File: config.mk
export PLATFORM = sky130hd
export DESIGN_NAME = cartridge_bank_switch_mapper_core
export DESIGN_NICKNAME = d
export VERILOG_FILES = /design/src/rtl/core/cbsm_pkg.sv /design/src/rtl/core/cartridge_bank_switch_mapper_core.sv /design/src/rtl/core/cbsm_decode.sv
export SDC_FILE = /design/constraint.sdc
export NUM_CORES = 1
export LEC_CHECK = 0
export BUFFER_PORTS_ARGS = -buffer_cell sky130_fd_sc_hd__buf_2
export CORE_AREA = 2 2 129 119
export CTS_CLUSTER_DIAMETER = 150
export DETAILED_ROUTE_END_ITERATION = 10
export DIE_AREA = 0 0 131 121
export GPL_ROUTABILITY_DRIVEN = 0
export HOLD_SLACK_MARGIN = 0.1
export PLACE_DENSITY = 0.78
export SETUP_SLACK_MARGIN = 0.15
export SLEW_MARGIN = 20
export SYNTH_ARGS = -nofsm -noshare
export SYNTH_HDL_FRONTEND = slang
export SYNTH_HIERARCHICAL = 1
export SYNTH_SLANG_ARGS = --single-unit
File: constraint.sdc
create_clock -name clk -period 8.09 [get_ports clk]
set_clock_uncertainty 0.1 [all_clocks]
set_input_delay 0.809 -clock clk [delete_from_list [all_inputs] [get_ports clk]]
set_output_delay 0.809 -clock clk [all_outputs]
set_load 0.005 [all_outputs]
File: src/rtl/core/cbsm_pkg.sv
// Shared types and constants for the cartridge bank-switch mapper.
// Used by cbsm_decode and cartridge_bank_switch_mapper_core; no dependencies.
package cbsm_pkg;

	localparam int ROM_ADDR_BITS_DEF = 20;
	localparam int ROM_OFF_W         = 20;
	localparam int RAM_OFF_W         = 14;
	localparam int ROM_SIZE_W        = 21;
	localparam int BANK_W            = 5;
	localparam int APB_ADDR_W        = 4;
	localparam int APB_DATA_W        = 32;

	typedef enum logic [2:0] {
		CART_NORMAL    = 3'd0,
		CART_SUPER     = 3'd1,
		CART_LARGE     = 3'd2,
		CART_SUPER_RAM = 3'd3,
		CART_SUPER_ROM = 3'd4,
		CART_ABSOLUTE  = 3'd5,
		CART_SPLIT8K   = 3'd6
	} cart_type_t;

	localparam logic [1:0] TGT_NONE = 2'd0;
	localparam logic [1:0] TGT_ROM  = 2'd1;
	localparam logic [1:0] TGT_RAM  = 2'd2;

	localparam logic [1:0] REG_CART_TYPE = 2'd0;
	localparam logic [1:0] REG_ROM_SIZE  = 2'd1;
	localparam logic [1:0] REG_SOUND     = 2'd2;

	typedef struct packed {
		logic [2:0]            cart_type;
		logic [ROM_SIZE_W-1:0] rom_size;
		logic                  sound_present;
	} cbsm_cfg_t;

	typedef struct packed {
		logic [BANK_W-1:0] bank;
		logic              loaded;
	} cbsm_state_t;

	typedef struct packed {
		logic [1:0]           target;
		logic [ROM_OFF_W-1:0] rom_offset;
		logic [RAM_OFF_W-1:0] ram_offset;
		logic                 sound_write;
		logic [3:0]           sound_reg;
		logic                 bank_switched;
		logic [BANK_W-1:0]    current_bank;
	} cbsm_result_t;

endpackage

File: src/rtl/core/cartridge_bank_switch_mapper_core.sv
// Top level of the cartridge bank-switch mapper: register port, pipeline, bank state.
// Depends on cbsm_pkg and cbsm_decode.
//
// Usage:
// The input channel (in_valid / in_ready) carries one CPU bus request: cmd, bus_address
// and write_data. The output channel (out_valid / out_ready) returns one result per
// request, in order: target, rom_offset, ram_offset, sound_write, sound_reg,
// bank_switched and current_bank.
// A request is captured into an input register on acceptance. When the decode stage
// advances, it reads the bank register, applies any bank select carried by the write,
// decodes the address against the updated bank, and loads the result register, which
// then drives the output channel. Throughput is one request per cycle while the
// receiver takes results. The limit is the single read-modify-write of the bank
// register in the decode stage.
// When the receiver stalls, the result register holds its value and the input register
// can still take one more request; in_ready drops only when both are full.
// The APB port sets cart_type (0x0), rom_size (0x4) and sound_chip_present (0x8); it
// is to be written only while no request is in flight. pready is always high.
// Reset clears the configuration registers, the bank register and the window-loaded
// flag, and empties both pipeline registers.
module cartridge_bank_switch_mapper_core #(
	parameter int ROM_ADDR_BITS = cbsm_pkg::ROM_ADDR_BITS_DEF
) (
	input  logic                                 clk,
	input  logic                                 arst_n,
	// Configuration port.
	input  logic                                 psel,
	input  logic                                 penable,
	input  logic                                 pwrite,
	input  logic [cbsm_pkg::APB_ADDR_W-1:0]      paddr,
	input  logic [cbsm_pkg::APB_DATA_W-1:0]      pwdata,
	output logic [cbsm_pkg::APB_DATA_W-1:0]      prdata,
	output logic                                 pready,
	// Request channel.
	input  logic                                 in_valid,
	output logic                                 in_ready,
	input  logic                                 cmd,
	input  logic [15:0]                          bus_address,
	input  logic [7:0]                           write_data,
	// Result channel.
	output logic                                 out_valid,
	input  logic                                 out_ready,
	output logic [1:0]                           target,
	output logic [cbsm_pkg::ROM_OFF_W-1:0]       rom_offset,
	output logic [cbsm_pkg::RAM_OFF_W-1:0]       ram_offset,
	output logic                                 sound_write,
	output logic [3:0]                           sound_reg,
	output logic                                 bank_switched,
	output logic [cbsm_pkg::BANK_W-1:0]          current_bank
);

	// Configuration registers.
	cbsm_pkg::cbsm_cfg_t    cfg_q;
	logic                   cfg_wr;

	// Bank register and window-loaded flag.
	cbsm_pkg::cbsm_state_t  state_q;
	cbsm_pkg::cbsm_state_t  state_nxt;

	// Input register stage.
	logic                   valid_s1;
	logic                   cmd_s1;
	logic [15:0]            addr_s1;
	logic [7:0]             data_s1;

	// Result register stage.
	logic                   valid_s2;
	cbsm_pkg::cbsm_result_t res_s2;
	cbsm_pkg::cbsm_result_t res;

	logic                   in_fire;
	logic                   adv_s1;

	// The register port completes every access without wait states.
	assign pready = 1'b1;
	assign cfg_wr = psel && penable && pwrite && pready;

	always_ff @(posedge clk or negedge arst_n) begin
		if (!arst_n) begin
			cfg_q <= '0;
		end else if (cfg_wr) begin
			case (paddr[3:2])
				cbsm_pkg::REG_CART_TYPE: cfg_q.cart_type     <= pwdata[2:0];
				cbsm_pkg::REG_ROM_SIZE:  cfg_q.rom_size      <= pwdata[cbsm_pkg::ROM_SIZE_W-1:0];
				cbsm_pkg::REG_SOUND:     cfg_q.sound_present <= pwdata[0];
				default:                 cfg_q               <= cfg_q;
			endcase
		end
	end

	// Reads return the stored value; the unused slot reads as zero.
	always_comb begin
		case (paddr[3:2])
			cbsm_pkg::REG_CART_TYPE: prdata = {29'd0, cfg_q.cart_type};
			cbsm_pkg::REG_ROM_SIZE:  prdata = {11'd0, cfg_q.rom_size};
			cbsm_pkg::REG_SOUND:     prdata = {31'd0, cfg_q.sound_present};
			default:                 prdata = '0;
		endcase
	end

	// The decode stage moves forward whenever the result register is free or being taken.
	assign adv_s1   = valid_s1 && (!valid_s2 || out_ready);
	assign in_ready = !valid_s1 || adv_s1;
	assign in_fire  = in_valid && in_ready;

	always_ff @(posedge clk or negedge arst_n) begin
		if (!arst_n) begin
			valid_s1 <= 1'b0;
		end else if (in_fire) begin
			valid_s1 <= 1'b1;
		end else if (adv_s1) begin
			valid_s1 <= 1'b0;
		end
	end

	always_ff @(posedge clk) begin
		if (in_fire) begin
			cmd_s1  <= cmd;
			addr_s1 <= bus_address;
			data_s1 <= write_data;
		end
	end

	cbsm_decode #(
		.ROM_ADDR_BITS(ROM_ADDR_BITS)
	) u_decode (
		.cfg        (cfg_q),
		.state      (state_q),
		.cmd        (cmd_s1),
		.bus_address(addr_s1),
		.write_data (data_s1),
		.state_nxt  (state_nxt),
		.result     (res)
	);

	// Bank state is committed only when a request leaves the decode stage, so
	// requests update it strictly in arrival order.
	always_ff @(posedge clk or negedge arst_n) begin
		if (!arst_n) begin
			state_q <= '0;
		end else if (adv_s1) begin
			state_q <= state_nxt;
		end
	end

	always_ff @(posedge clk or negedge arst_n) begin
		if (!arst_n) begin
			valid_s2 <= 1'b0;
		end else if (adv_s1) begin
			valid_s2 <= 1'b1;
		end else if (out_ready) begin
			valid_s2 <= 1'b0;
		end
	end

	always_ff @(posedge clk) begin
		if (adv_s1) begin
			res_s2 <= res;
		end
	end

	assign out_valid     = valid_s2;
	assign target        = res_s2.target;
	assign rom_offset    = res_s2.rom_offset;
	assign ram_offset    = res_s2.ram_offset;
	assign sound_write   = res_s2.sound_write;
	assign sound_reg     = res_s2.sound_reg;
	assign bank_switched = res_s2.bank_switched;
	assign current_bank  = res_s2.current_bank;

`ifndef SYNTHESIS
	// The reported bank of a fresh result matches the committed bank register.
	a_bank_matches: assert property (@(posedge clk) disable iff (!arst_n)
		adv_s1 |=> (state_q.bank == res_s2.current_bank))
		else $error("current_bank differs from committed bank register");

	// Bank state changes only when a request leaves the decode stage.
	a_state_hold: assert property (@(posedge clk) disable iff (!arst_n)
		!adv_s1 |=> ($stable(state_q.bank) && $stable(state_q.loaded)))
		else $error("bank state changed without a request");

	// Back-pressure reaches the input only when both stages are full.
	a_ready_low: assert property (@(posedge clk) disable iff (!arst_n)
		!in_ready |-> (valid_s1 && valid_s2 && !out_ready))
		else $error("in_ready low with free pipeline space");

	// A switched bank always marks the window as loaded.
	a_loaded: assert property (@(posedge clk) disable iff (!arst_n)
		(adv_s1 && res.bank_switched) |=> state_q.loaded)
		else $error("bank switch did not load the window");
`endif

endmodule

File: src/rtl/core/cbsm_decode.sv
// Single-pass decode of one bus request: bank select, window decode, sound flag.
// Combinational only; depends on cbsm_pkg.
module cbsm_decode #(
	parameter int ROM_ADDR_BITS = cbsm_pkg::ROM_ADDR_BITS_DEF
) (
	input  cbsm_pkg::cbsm_cfg_t    cfg,
	input  cbsm_pkg::cbsm_state_t  state,
	input  logic                   cmd,
	input  logic [15:0]            bus_address,
	input  logic [7:0]             write_data,
	output cbsm_pkg::cbsm_state_t  state_nxt,
	output cbsm_pkg::cbsm_result_t result
);

	localparam int OFF_BITS = (ROM_ADDR_BITS < cbsm_pkg::ROM_OFF_W) ?
		ROM_ADDR_BITS : cbsm_pkg::ROM_OFF_W;
	localparam logic [cbsm_pkg::ROM_OFF_W-1:0] OFF_MASK =
		cbsm_pkg::ROM_OFF_W'((64'd1 << OFF_BITS) - 64'd1);

	cbsm_pkg::cart_type_t              ct;
	logic                              req;
	logic [cbsm_pkg::BANK_W-1:0]       bank;
	logic                              bank_ok;
	logic                              switched;
	logic                              fits7;
	logic                              fits8;
	logic                              fits_split;
	logic [15:0]                       win_base;
	logic [15:0]                       win_off;
	logic                              in_win;
	logic                              win_valid;
	logic [21:0]                       norm_sum;
	logic [1:0]                        tgt;
	logic [cbsm_pkg::ROM_OFF_W-1:0]    rom;
	logic [cbsm_pkg::RAM_OFF_W-1:0]    ram;
	logic                              snd;

	assign ct = cbsm_pkg::cart_type_t'(cfg.cart_type);

	assign fits7      = 21'd114688 < cfg.rom_size;
	assign fits8      = 21'd131072 < cfg.rom_size;
	assign fits_split = 21'd122880 < cfg.rom_size;

	// Bank select request decoded from the write, then checked against the image size.
	always_comb begin
		req  = 1'b0;
		bank = '0;
		if (cmd) begin
			case (ct)
				cbsm_pkg::CART_SUPER, cbsm_pkg::CART_SUPER_RAM, cbsm_pkg::CART_SUPER_ROM: begin
					if (bus_address >= 16'h8000 && bus_address < 16'hC000 && write_data < 8'd9) begin
						req  = 1'b1;
						bank = write_data[4:0];
					end
				end
				cbsm_pkg::CART_LARGE: begin
					if (bus_address >= 16'h8000 && bus_address < 16'hC000 && write_data < 8'd9) begin
						req  = 1'b1;
						bank = write_data[4:0] + 5'd1;
					end
				end
				cbsm_pkg::CART_ABSOLUTE: begin
					if (bus_address == 16'h8000 && (write_data == 8'd1 || write_data == 8'd2)) begin
						req  = 1'b1;
						bank = write_data[4:0] - 5'd1;
					end
				end
				cbsm_pkg::CART_SPLIT8K: begin
					if (bus_address >= 16'hFF80) begin
						req  = 1'b1;
						bank = {2'b00, bus_address[2:0]};
					end
				end
				default: begin
					req  = 1'b0;
					bank = '0;
				end
			endcase
		end
	end

	assign bank_ok   = {2'b00, bank, 14'd0} < cfg.rom_size;
	assign switched  = req && bank_ok;
	assign state_nxt.bank   = switched ? bank : state.bank;
	assign state_nxt.loaded = state.loaded | switched;

	assign snd = cmd && cfg.sound_present && bus_address >= 16'h4000 && bus_address < 16'h4009;

	// Switched window position and validity; the decode sees the bank after this write.
	always_comb begin
		case (ct)
			cbsm_pkg::CART_ABSOLUTE: win_base = 16'h4000;
			cbsm_pkg::CART_SPLIT8K:  win_base = 16'hA000;
			default:                 win_base = 16'h8000;
		endcase
	end

	assign win_off   = bus_address - win_base;
	assign in_win    = bus_address >= win_base && bus_address < (win_base + 16'h4000);
	assign win_valid = state_nxt.loaded || ct == cbsm_pkg::CART_ABSOLUTE ||
		(ct == cbsm_pkg::CART_SPLIT8K && fits_split);
	assign norm_sum  = {6'd0, bus_address} + {1'b0, cfg.rom_size};

	always_comb begin
		tgt = cbsm_pkg::TGT_NONE;
		rom = '0;
		ram = '0;
		if (ct == cbsm_pkg::CART_NORMAL) begin
			if (norm_sum >= 22'h010000) begin
				tgt = cbsm_pkg::TGT_ROM;
				rom = norm_sum[19:0] - 20'h10000;
			end
		end else if (cfg.cart_type <= 3'(cbsm_pkg::CART_SPLIT8K)) begin
			if (in_win) begin
				if (win_valid) begin
					tgt = cbsm_pkg::TGT_ROM;
					rom = {1'b0, state_nxt.bank, win_off[13:0]};
				end
			end else begin
				case (ct)
					cbsm_pkg::CART_SUPER, cbsm_pkg::CART_SUPER_RAM, cbsm_pkg::CART_SUPER_ROM: begin
						if (fits7) begin
							if (bus_address >= 16'hC000) begin
								tgt = cbsm_pkg::TGT_ROM;
								rom = {3'b000, 3'd7, bus_address[13:0]};
							end else if (bus_address >= 16'h4000 && bus_address < 16'h8000) begin
								if (ct == cbsm_pkg::CART_SUPER_RAM) begin
									tgt = cbsm_pkg::TGT_RAM;
									ram = bus_address[13:0];
								end else if (ct == cbsm_pkg::CART_SUPER_ROM) begin
									tgt = cbsm_pkg::TGT_ROM;
									rom = {3'b000, 3'd6, bus_address[13:0]};
								end
							end
						end
					end
					cbsm_pkg::CART_LARGE: begin
						if (fits8) begin
							if (bus_address >= 16'hC000) begin
								tgt = cbsm_pkg::TGT_ROM;
								rom = {2'b00, 4'd8, bus_address[13:0]};
							end else if (bus_address >= 16'h4000 && bus_address < 16'h8000) begin
								tgt = cbsm_pkg::TGT_ROM;
								rom = {6'd0, bus_address[13:0]};
							end
						end
					end
					cbsm_pkg::CART_ABSOLUTE: begin
						if (bus_address >= 16'h8000) begin
							tgt = cbsm_pkg::TGT_ROM;
							rom = {4'd0, bus_address};
						end
					end
					cbsm_pkg::CART_SPLIT8K: begin
						if (fits_split) begin
							if (bus_address >= 16'h4000 && bus_address < 16'h6000) begin
								tgt = cbsm_pkg::TGT_ROM;
								rom = 20'd106496 + {7'd0, bus_address[12:0]};
							end else if (bus_address >= 16'h6000 && bus_address < 16'h8000) begin
								tgt = cbsm_pkg::TGT_ROM;
								rom = 20'd98304 + {7'd0, bus_address[12:0]};
							end else if (bus_address >= 16'h8000 && bus_address < 16'hA000) begin
								tgt = cbsm_pkg::TGT_ROM;
								rom = 20'd122880 + {7'd0, bus_address[12:0]};
							end else if (bus_address >= 16'hE000) begin
								tgt = cbsm_pkg::TGT_ROM;
								rom = 20'd114688 + {7'd0, bus_address[12:0]};
							end
						end
					end
					default: begin
						tgt = cbsm_pkg::TGT_NONE;
					end
				endcase
			end
		end
	end

	assign result.target        = tgt;
	assign result.rom_offset    = rom & OFF_MASK;
	assign result.ram_offset    = ram;
	assign result.sound_write   = snd;
	assign result.sound_reg     = snd ? bus_address[3:0] : 4'd0;
	assign result.bank_switched = switched;
	assign result.current_bank  = state_nxt.bank;

endmodule

Yosys cells after proc, flatten, opt, wreduce, memory -nomap -nowiden
Index checks and enable logic that the tools add are counted.
{"block": "totals", "reg_bits": 105, "in_bits": 68, "output_inout_bits": 82}
{"block": "op_classes", "add_sub_neg": 10, "n_lt_le_gt_ge": 20, "eq_ne": 11, "n_mux": 58, "bitwise": 6, "reduce_logical": 34}
{"op": "20-bit two-way mux", "n": 15}
{"op": "20-bit case mux with 4 select lines", "n": 1}
{"op": "17-bit by 13-bit adder with 18-bit output (first input constant)", "n": 4}
{"op": "16-bit >= comparator (second input constant)", "n": 4}
{"op": "21-bit case mux with 3 select lines", "n": 1}
{"op": "16-bit < comparator (second input constant)", "n": 3}
{"op": "17-bit by 21-bit < comparator with 1-bit output (first input constant)", "n": 2}
{"op": "16-bit by 15-bit >= comparator with 1-bit output (second input constant)", "n": 2}
{"op": "16-bit by 15-bit < comparator with 1-bit output (second input constant)", "n": 2}
{"op": "16-bit case mux with 2 select lines", "n": 1}
{"op": "2-bit two-way mux", "n": 13}
{"op": "5-bit two-way mux", "n": 5}
{"op": "16-bit by 21-bit adder with 22-bit output", "n": 1}
{"op": "22-bit by 17-bit >= comparator with 1-bit output (second input constant)", "n": 1}
{"op": "18-bit by 21-bit < comparator with 1-bit output (first input constant)", "n": 1}
{"op": "19-bit by 21-bit < comparator with 1-bit output", "n": 1}
{"op": "5-bit case mux with 4 select lines", "n": 1}
{"op": "20-bit by 17-bit subtractor with 20-bit output (second input constant)", "n": 1}
{"op": "19-bit two-way mux", "n": 1}
{"op": "1-bit logical AND", "n": 17}
{"op": "17-bit two-way mux", "n": 1}
{"op": "16-bit by 15-bit adder with 16-bit output (second input constant)", "n": 1}
{"op": "16-bit == test (second input constant)", "n": 1}
{"op": "16-bit >= comparator", "n": 1}
{"op": "other kinds (30)", "n": 58}

Logic depth before layout (Yosys ltp)
Gate-level depths: netlist of run 1.
{"block": "logic_depth", "word_depth": 15, "depth_mapped": 19}

By module
Netlist of run 1, hierarchy kept.
{"mod": "cartridge_bank_switch_mapper_core", "instances": 1, "cells_per_inst": 191, "area_each_um2": 3796.1, "seq_area_each_um2": 2987.9}
{"mod": "cbsm_decode", "instances": 1, "cells_per_inst": 378, "area_each_um2": 2600.0, "seq_area_each_um2": 0.0}

Least setup slack after synthesis of run 1
OpenSTA, ideal clock, no wires.
{"block": "synth_path", "path_kind": "register -> register", "start": "reg addr_s1[0]", "end": "reg res_s2 (netlist bit rom_offset[16]), data pin", "setup_ps": 147, "arrival_ps": 4281, "slack_ps": 3562, "stages_incl_launch_ff": 20, "path_cell_list": "edfxtp_1 -> ha_1 -> inv_1 -> fa_1 -> nand2b_1 -> a211oi_1 -> nor2_1 -> o311ai_1 -> a21oi_1 -> xnor2_1 -> ha_1 -> nand2_1 -> or3_1 -> a2111oi_0 -> o2111ai_1 -> nor4b_1 -> nand4_1 -> a21oi_2 -> buf_4 -> o2bb2ai_1"}
{"item": "start, declared", "line_no": "cartridge_bank_switch_mapper_core.sv:63", "source": "logic [15:0] addr_s1;"}
{"item": "start signal, assigned", "line_no": "cartridge_bank_switch_mapper_core.sv:119", "source": "addr_s1 <= bus_address;"}
{"item": "end signal, assigned", "line_no": "cartridge_bank_switch_mapper_core.sv:158", "source": "res_s2 <= res;"}
{"item": "end, declared", "line_no": "cartridge_bank_switch_mapper_core.sv:68", "source": "cbsm_pkg::cbsm_result_t res_s2;"}

==> run_results.csv, run 1 <==
group,metric,value,unit
run_status,status,"finished clean",
sta,slew_violations,0,
synth,synth_edf_count,72,
placement,dp_hpwl,11500,um
finish,synthToLayoutAreaGrowth,15.7,%
grt,antenna_found_initial,0,
clocking,clkTransAtPathRegs,0.07,ns
worst_setup_path,cp-endpoint,"rom_offset[5]",
grt,grt_pass1_wl,23400,um
synth,yosys.area.top_type,"edfxtp_1",
synth,ys_ff_latch,105,
synth,synth_warnings,6,
power,p_per_area,244,mW/mm2
floorplan,num_rows,42,
grt,first_global_vias,4427,
synth,yosysTopAreaCellShare,33.8,%
synth,ys.flop_type,"edfxtp_1",
floorplan,num_io_pins,150,
finish,top_register,"cfg_q",
worst_setup_path,crit_path_start,"addr_s1[0]",
clocking,cts-root-buf,"clkbuf_16",
clocking,cts.repair.resized,0,
worst_setup_path,r2r_start,"addr_s1[0]",
routing,vias,4831,
finish,antenna_cells,0,
synth,syn_area_per_cell,11.2,um2
worst_setup_path,cp_max_fo,16,
sta,worst_slew_pin_slew,0.769,ns
sta,fin_crit_sh,71.3,%
routing,firstDrtPassIters,5,
floorplan,dieArea,0.0159,mm2
sta,fin_setup_tns,0,ns
routing,drt_iter0_drc,403,
floorplan,start_util,44.3,%
synth,synth_most_common_cell,"edfxtp_1",
sta,worst_slack,2.32,ns
synth,synth_cell_types,76,
hold_path,holdCritPathClass,"reg -> reg",
routing,ant_nets,0,
clocking,clkLatencyLatePin,0.36,ns
finish,drive_gt1_share,28.6,%
worst_setup_path,r2r_cells,18,
synth,async_flop_share,31.4,%
floorplan,dieHeight,121,um
routing,wirelength,15200,um
sta,timing.final.hold_violations,0,
synth,syn_area,0.00640,mm2
finish,finalNetCount,779,
grt,gr-total-overflow,0,
clocking,postCtsHoldBufs,0,
placement,port_buffers,124,
worst_setup_path,end_kind,"flip-flop",
routing,viasPerCell,5.48,
grt,track_usage,19.6,%
floorplan,core_area,0.0145,mm2
worst_setup_path,worstPathArrival,5.90,ns
sta,setup_viol,0,
clocking,post_cts_buffers,0,
clocking,cts_tree,"built",
clocking,htree_num_levels,3,
finish,n_fill_cell,1304,
synth,yosys-top-cells-area,"edfxtp_1 (34%), dfrtp_1 (13%), ha_1 (6.3%)",
finish,largest_reg_flops,25,
clocking,clockBufferDepth,2,
clocking,cts.sinks,105,
power,leakagePower,3.21,nW
worst_setup_path,required,8.22,ns
floorplan,die_x,131,um
worst_setup_path,worst-setup-path-type,"reg -> reg",
routing,drc,0,
synth,synth_common_cells,"edfxtp_1 (72), and2_1 (38), dfrtp_1 (33)",
power,max-vdd-ir-drop,0.000220,V
synth,syn-instance-count,569,
routing,wl_per_cell,17.2,um
worst_setup_path,r2r_slack,2.32,ns
worst_setup_path,r2r_end,"rom_offset[5]",
sta,period_minus_slack,5.77,ns
clocking,numCtsBuffers,9,
worst_setup_path,start_kind,"flip-flop",
synth,ys_seq_area_share,46.7,%
sta,relSlewSlack,48.8,%
run,max_cap_violations,0,
placement,dp_slack,2.38,ns
sta,rsz0062_at_grt,"no",
sta,max_freq,173,MHz
grt,grt_start_max_net_pins,48,
-- cells by family after synthesis --
logic type	synth area share, %
multiplexers	8.31
AND/OR/NAND/NOR	16.9
AO/OA/AOI/OAI	13.2
XOR/XNOR	2.74
other	0.176
flip-flops	46.7
buffers and inverters	5.32
adder cells (fa/ha/maj)	6.57
-- worst min path at each step --
stage	slack [ns]	startpoint	endpoint	cells after the start
detailed placement	0.39	valid_s1	out_valid	1
finish	0.39	valid_s1	out_valid	1
global placement	0.37	valid_s1	out_valid	1
global route	0.43	valid_s1	out_valid	1
CTS	0.40	valid_s1	out_valid	1
floorplan	0.36	valid_s1	out_valid	1
-- layout make-up --
| type | instances | area [um2] | area share (%) |
|---|---|---|---|
| Clock inverter | 7 | 103 | 1.39 |
| Timing Repair Buffer | 127 | 643 | 8.69 |
| Multi-Input combinational cell | 412 | 3110 | 42.0 |
| Tap cell | 198 | 248 | 3.35 |
| Inverter | 23 | 86.3 | 1.17 |
| Sequential cell | 105 | 2990 | 40.4 |
| Clock buffer | 9 | 225 | 3.04 |
-- worst max-delay path, stage by stage, from the launching register on --
cell and delay, ns:
edfxtp_1 0.53, ha_1 0.23, inv_1 0.06, fa_1 0.40
nand2b_1 0.19, a211oi_1 0.32, nor2_1 0.16, o311ai_1 0.51
a21oi_1 0.28, xnor2_1 0.29, ha_1 0.20, nand2_1 0.04
or3_1 0.31, a2111oi_0 0.45, o2111ai_1 0.18, nor4b_1 0.31
nand4_1 0.18, a21oi_2 0.61, a32o_2 0.28
-- power by group --
| part | switching [mW] | total, mW | leakage, nW | internal, mW |
|---|---|---|---|---|
| combinational | 0.314 | 0.574 | 1.93 | 0.260 |
| clock | 0.201 | 0.476 | 0.157 | 0.275 |
| sequential | 0.0862 | 0.752 | 1.12 | 0.666 |
-- layout by cell type (no fill, tap or decap), types with 4 or more instances in the layout --
| master | instances |
|---|---|
| nand4_1 | 9 |
| mux2i_1 | 7 |
| mux2_2 | 13 |
| and3_1 | 5 |
| o21ai_0 | 15 |
| nor2_1 | 28 |
| ha_1 | 32 |
| conb_1 | 13 |
| edfxtp_1 | 72 |
| o21bai_1 | 4 |
| buf_2 | 124 |
| and2_1 | 37 |
| nand3b_1 | 5 |
| xor2_1 | 8 |
| nor3_1 | 18 |
| dfrtp_1 | 33 |
| nor4_1 | 6 |
| nand2_1 | 27 |
| inv_1 | 23 |
| a22o_1 | 12 |
| nand3_1 | 9 |
| nand2b_1 | 9 |
| a21oi_1 | 26 |
| clkbuf_16 | 9 |
| mux2_4 | 21 |
| a211oi_1 | 5 |
| nor2b_1 | 5 |
| nor3b_1 | 6 |
| xnor2_1 | 12 |
| a21o_1 | 9 |
-- per-layer routing --
metal	up-vias	GRT usage (%)	routed length (um)
li1	2294	-	-
met1	2284	29.0	7330
met2	231	27.9	6260
met3	22	5.86	1280
met4	0	5.19	292
met5	-	0	0
-- metrics by stage --
step	cells	hold WS (ns)	power [mW]	instance area [um2]	utilization, %
after floorplan	579	0.357	1.15	6430	-
after global placement	865	0.367	1.31	7070	48.9
after detailed placement	865	0.388	1.33	7070	48.9
after CTS	881	0.400	1.80	7400	51.2
after global routing	881	0.426	1.90	7400	51.2
final	881	0.392	1.80	7400	51.2
No activity file was read; power rests on OpenSTA's default activity.
==> inputs of run 2 (changes only) <==
PLACE_DENSITY = 0.8   (was 0.78)
clock period = 5.1 ns   (was 8.09 ns; I/O delays follow)
==> run_results.csv, run 2 (same netlist as run 1, synthesis figures left out) <==
group,metric,value,unit
grt,busiest_layer,"met1",
power,finalPower,2.85,mW
finish,drive_gt1_share,30.9,%
sta,fin_setup_tns,0,ns
routing,viasPerCell,5.48,
floorplan,num_rows,42,
finish,layout_common_cells,"buf_2 (124), edfxtp_1 (72), and2_1 (38)",
worst_setup_path,start_kind,"flip-flop",
power,power.switching,0.968,mW
routing,drt_iter0_drc,369,
grt,antenna_found_initial,0,
run,max_cap_violations,0,
worst_setup_path,end_kind,"flip-flop",
sta,relSlewSlack,48.6,%
power,max-vdd-ir-drop,0.000266,V
worst_setup_path,path_buf_inv,1,
grt,met3_usage,5.95,%
finish,finalNetCount,796,
sta,rsz0062_at_grt,"no",
placement,dp_hpwl,11900,um
worst_setup_path,cp_max_fo,14,
power,comb_power_share,34.4,%
worst_setup_path,crit_top_cell,"a21oi_1",
finish,antenna_cells,0,
floorplan,start_util,44.3,%
floorplan,core_area,0.0145,mm2
floorplan,die_x,131,um
worst_setup_path,worstPathArrival,4.63,ns
grt,grt_pass1_wl,24300,um
routing,ant_nets,0,
finish,n_fill_cell,1293,
worst_setup_path,worst-setup-path-type,"reg -> reg",
routing,wl_per_cell,17.4,um
sta,timing.final.hold_violations,0,
sta,worst_slew_pin_slew,0.770,ns
grt,track_usage,20.2,%
power,leakagePower,3.29,nW
clocking,cts_tree,"built",
sta,fin_crit_sh,90.8,%
worst_setup_path,required,5.10,ns
clocking,htree_num_levels,3,
worst_setup_path,critPathTopFamily,"simple AND/OR/NAND/NOR gates",
placement,port_buffers,124,
grt,gr-usage-met2,29.0,%
clocking,cts.sinks,105,
floorplan,dieArea,0.0159,mm2
routing,firstDrtPassIters,5,
clocking,clkLatencyLatePin,0.36,ns
clocking,clkTransAtPathRegs,0.07,ns
worst_setup_path,slowest_delay,0.70,ns
sta,slew_violations,0,
grt,grt_start_max_net_pins,48,
floorplan,num_io_pins,150,
grt,gr-total-overflow,0,
power,p_clk_share,24.2,%
finish,top_register,"cfg_q",
power,p_seq_share,41.4,%
power,intPower,1.89,mW
hold_path,holdCritPathClass,"in -> async",
routing,wirelength,15600,um
finish,largest_reg_flops,25,
clocking,cts-root-buf,"clkbuf_16",
power,switching_share,33.9,%
routing,vias,4914,
clocking,clockBufferDepth,2,
worst_setup_path,slowest_stage,"or4_1",
finish,synthToLayoutAreaGrowth,17.7,%
routing,drc,0,
grt,met1_usage,29.7,%
clocking,numCtsBuffers,9,
sta,max_freq,216,MHz
floorplan,dieHeight,121,um
sta,setup_viol,0,
finish,layout_commonest_cell,"buf_2",
sta,period_minus_slack,4.63,ns
run_status,status,"finished clean",
power,p_per_area,379,mW/mm2
grt,first_global_vias,4614,
worst_setup_path,path_cells,"nor4_1 > nand4_1 > or4_1 > a22oi_1 > a21oi_1 > nor2_1 > ha_1 > nor3b_1 > o21ai_0 > a21oi_1 > nor4_4 > buf_4 > o31ai_2 > a21oi_4 > a22o_1",
[run 2: routing by layer]
metal / up-vias / wire length, um
li1: 2337 / -
met1: 2341 / 7220
met2: 217 / 6690
met3: 19 / 1510
met4: 0 / 220
met5: - / 0
[run 2: worst paths after layout]
check,to,startpoint,slack (ns),cells after the start
min,cfg_q[8],arst_n,0.13,1
max in group asynchronous,cfg_q[1],arst_n,4.24,1
max reg2reg,rom_offset[12],addr_s1[8],0.47,15
min reg2reg,out_valid,valid_s1,0.39,1
max,rom_offset[12],addr_s1[8],0.47,15
min in group clk,data_s1[4],write_data[4],0.22,1
[run 2: layout make-up]
class | instances | area, um2 | share of cell area (%)
multi-input cells | 412 | 3130 | 41.6
flip-flops and latches | 105 | 2990 | 39.7
repair buffers | 144 | 783 | 10.4
well taps | 198 | 248 | 3.29
clock buffers | 9 | 225 | 2.99
inverters | 23 | 86.3 | 1.15
clock inverters | 6 | 65.1 | 0.864
[run 2: power by group through the flow]
stage	Combinational, mW	Clock (mW)	Sequential (mW)
2_1_floorplan	0.680	0	1.15
3_3_place_gp	0.922	0	1.20
3_5_place_dp	0.941	0	1.20
4_1_cts	0.947	0.707	1.18
5_1_grt	1.08	0.739	1.20
6_report	0.981	0.690	1.18
[run 2: repair_timing]
item | 4_1_cts | 5_1_grt
setup endpoints to repair | 0 | 17
hold buffers | 0 | 0
gates resized for setup | 0 | 8
setup buffers | 0 | 1
[run 2: through the flow]
stage | utilization [%] | setup WS, ns | cells | hold WS, ns | instance area, um2
after floorplan | - | 0.572 | 579 | 0.114 | 6430
after detailed placement | 49.8 | 0.218 | 881 | 0.381 | 7200
after global placement | 49.8 | 0.281 | 881 | 0.370 | 7200
after global routing | 52.1 | 0.200 | 897 | 0.188 | 7530
final | 52.1 | 0.472 | 897 | 0.126 | 7530
after CTS | 51.9 | 0.187 | 896 | 0.141 | 7490
[run 2: worst reg2reg max path, delay by kind of cell, from the launching register on]
family,cells,cell delay (ns)
buffers and inverters,1,0.19
DFF,1,0.51
AOI/OAI and AO/OA,7,1.56
and+or+nand+nor,6,1.89
adders and majority gates,1,0.13
==> inputs of run 3 (changes only) <==
CORE_AREA = 2 2 137 125   (was 2 2 129 119)
DIE_AREA = 0 0 139 127   (was 0 0 131 121)
GPL_TIMING_DRIVEN = 0   (was not set)
PLACE_DENSITY = 0.74   (was 0.8)
==> run_results.csv, run 3 (same netlist as run 1, synthesis figures left out) <==
group,metric,value,unit
worst_setup_path,r2r_cells,17,
sta,timing.final.hold_violations,0,
placement,placed_cells,911,
finish,layout_commonest_cell,"buf_2",
grt,track_usage,18.2,%
finish,multi_input_area,0.00317,mm2
worst_setup_path,end_kind,"flip-flop",
floorplan,dieArea,0.0177,mm2
finish,finalNetCount,820,
clocking,clockBufferDepth,2,
power,leakagePower,3.43,nW
worst_setup_path,r2r_slack,0.41,ns
routing,drc,0,
routing,vias,4970,
placement,port_buffers,123,
hold_path,holdCritPathClass,"in -> async",
run,max_cap_violations,0,
worst_setup_path,r2r_end,"rom_offset[12]",
floorplan,dieHeight,127,um
clocking,cts.sinks,105,
finish,layout_common_cells,"buf_2 (128), edfxtp_1 (72), and2_1 (38)",
worst_setup_path,worstPathArrival,4.69,ns
grt,first_global_vias,4644,
finish,finalNonFillerCells,931,
sta,fin_setup_tns,0,ns
finish,synthToLayoutAreaGrowth,21.9,%
clocking,clkLatencyLatePin,0.36,ns
sta,fin_crit_sh,91.9,%
finish,n_fill_cell,1483,
worst_setup_path,cp_max_fo,10,
sta,setup_viol,0,
finish,top_register,"cfg_q",
grt,grt_pass1_wl,25200,um
placement,dp_slack,-0.554,ns
grt,gr-total-overflow,0,
clocking,htree_num_levels,3,
clocking,cts_tree,"built",
sta,relSlewSlack,47.5,%
grt,antenna_found_initial,0,
routing,viasPerCell,5.34,
worst_setup_path,worst-setup-path-type,"reg -> reg",
sta,worst_slew_pin_slew,0.786,ns
sta,worst_slack,0.412,ns
floorplan,start_util,39.8,%
clocking,clkTransAtPathRegs,0.07,ns
power,max-vdd-ir-drop,0.000288,V
sta,max_freq,213,MHz
floorplan,core_area,0.0161,mm2
run_status,status,"finished clean",
worst_setup_path,required,5.11,ns
finish,largest_reg_flops,25,
power,p_per_area,377,mW/mm2
clocking,numCtsBuffers,9,
sta,slew_violations,0,
worst_setup_path,r2r_start,"addr_s1[12]",
sta,rsz0062_at_grt,"no",
finish,drive_gt1_share,32.3,%
finish,antenna_cells,0,
routing,wirelength,16200,um
sta,period_minus_slack,4.69,ns
worst_setup_path,start_kind,"flip-flop",
finish,register_area,0.00299,mm2
routing,drt_iter0_drc,406,
clocking,cts-root-buf,"clkbuf_16",
floorplan,num_rows,44,
routing,firstDrtPassIters,5,
grt,grt_start_max_net_pins,40,
routing,wl_per_cell,17.4,um
placement,dp_hpwl,12300,um
floorplan,num_io_pins,150,
floorplan,die_x,139,um
routing,ant_nets,0,
run 3: changes by cell type in the layout (fill, tap and decap cells not counted), sizes merged:
cell	previous run	this run
inv	25	26
clkbuf	9	19
clkinv	3	2
buf	144	158
bufinv	1	2
run 3: per-layer routing:
metal	share of wire, %	GRT usage (%)	routed length [um]
met1	48	26.7	7780
met2	43	27.5	6920
met3	8.3	5.02	1340
met4	1.0	3.15	170
met5	0	0	0
run 3: critical path: stages (launching register included):
cell and delay (ns):
edfxtp_1 0.51, nor4_1 0.48, nand4_1 0.34, or4_1 0.56, buf_2 0.16, a22oi_1 0.17, a21oi_1 0.11, nor2_1 0.15
ha_1 0.13, nor3b_1 0.17, o21ai_0 0.09, a21oi_1 0.26, nor4_4 0.09, buf_12 0.15, o31ai_2 0.43, a21oi_4 0.09
buf_6 0.17, a22o_1 0.26
run 3: power by group:
part / leakage, nW / internal (mW) / switching (mW)
Combinational: 2.15 / 0.455 / 0.554
Clock: 0.161 / 0.436 / 0.322
Sequential: 1.12 / 1.06 / 0.116
run 3: worst max path at each step:
| stage | from | end | slack, ns | depth (start not counted) |
|---|---|---|---|---|
| global placement | addr_s1[0] | rom_offset[1] | -0.50 | 19 |
| CTS | addr_s1[3] | rom_offset[9] | 0.16 | 18 |
| global route | addr_s1[4] | rom_offset[9] | 0.12 | 18 |
| floorplan | addr_s1[0] | rom_offset[16] | 0.57 | 19 |
| finish | addr_s1[12] | rom_offset[12] | 0.41 | 17 |
| detailed placement | addr_s1[0] | rom_offset[9] | -0.55 | 19 |
run 3: area by class of cell:
| class | count | share of cell area [%] |
|---|---|---|
| clock inverter | 7 | 1.28 |
| tap | 207 | 3.32 |
| sequential | 105 | 38.4 |
| buffer | 39 | 3.26 |
| timing repair buffer | 129 | 9.05 |
| multi-input combinational | 412 | 40.7 |
| inverter | 23 | 1.11 |
| clock buffer | 9 | 2.89 |
run 3: timing repair:
action	4_1_cts	5_1_grt
gates cloned	0	0
resized for setup	5	8
endpoints found under the setup margin	17	26
pin swaps	2	1
hold buffers	0	0
buffers inserted	3	1
run 3: stage by stage:
| step | hold slack, ns | util (%) | power (mW) | area, um2 |
|---|---|---|---|---|
| 6_report | 0.131 | 48.5 | 2.94 | 7790 |
| 5_1_grt | 0.196 | 48.5 | 3.10 | 7790 |
| 4_1_cts | 0.157 | 48.1 | 2.92 | 7730 |
| 3_5_place_dp | 0.393 | 45.8 | 2.14 | 7360 |
| 3_3_place_gp | 0.366 | 45.5 | 2.12 | 7310 |
| 2_1_floorplan | 0.114 | - | 1.83 | 6430 |
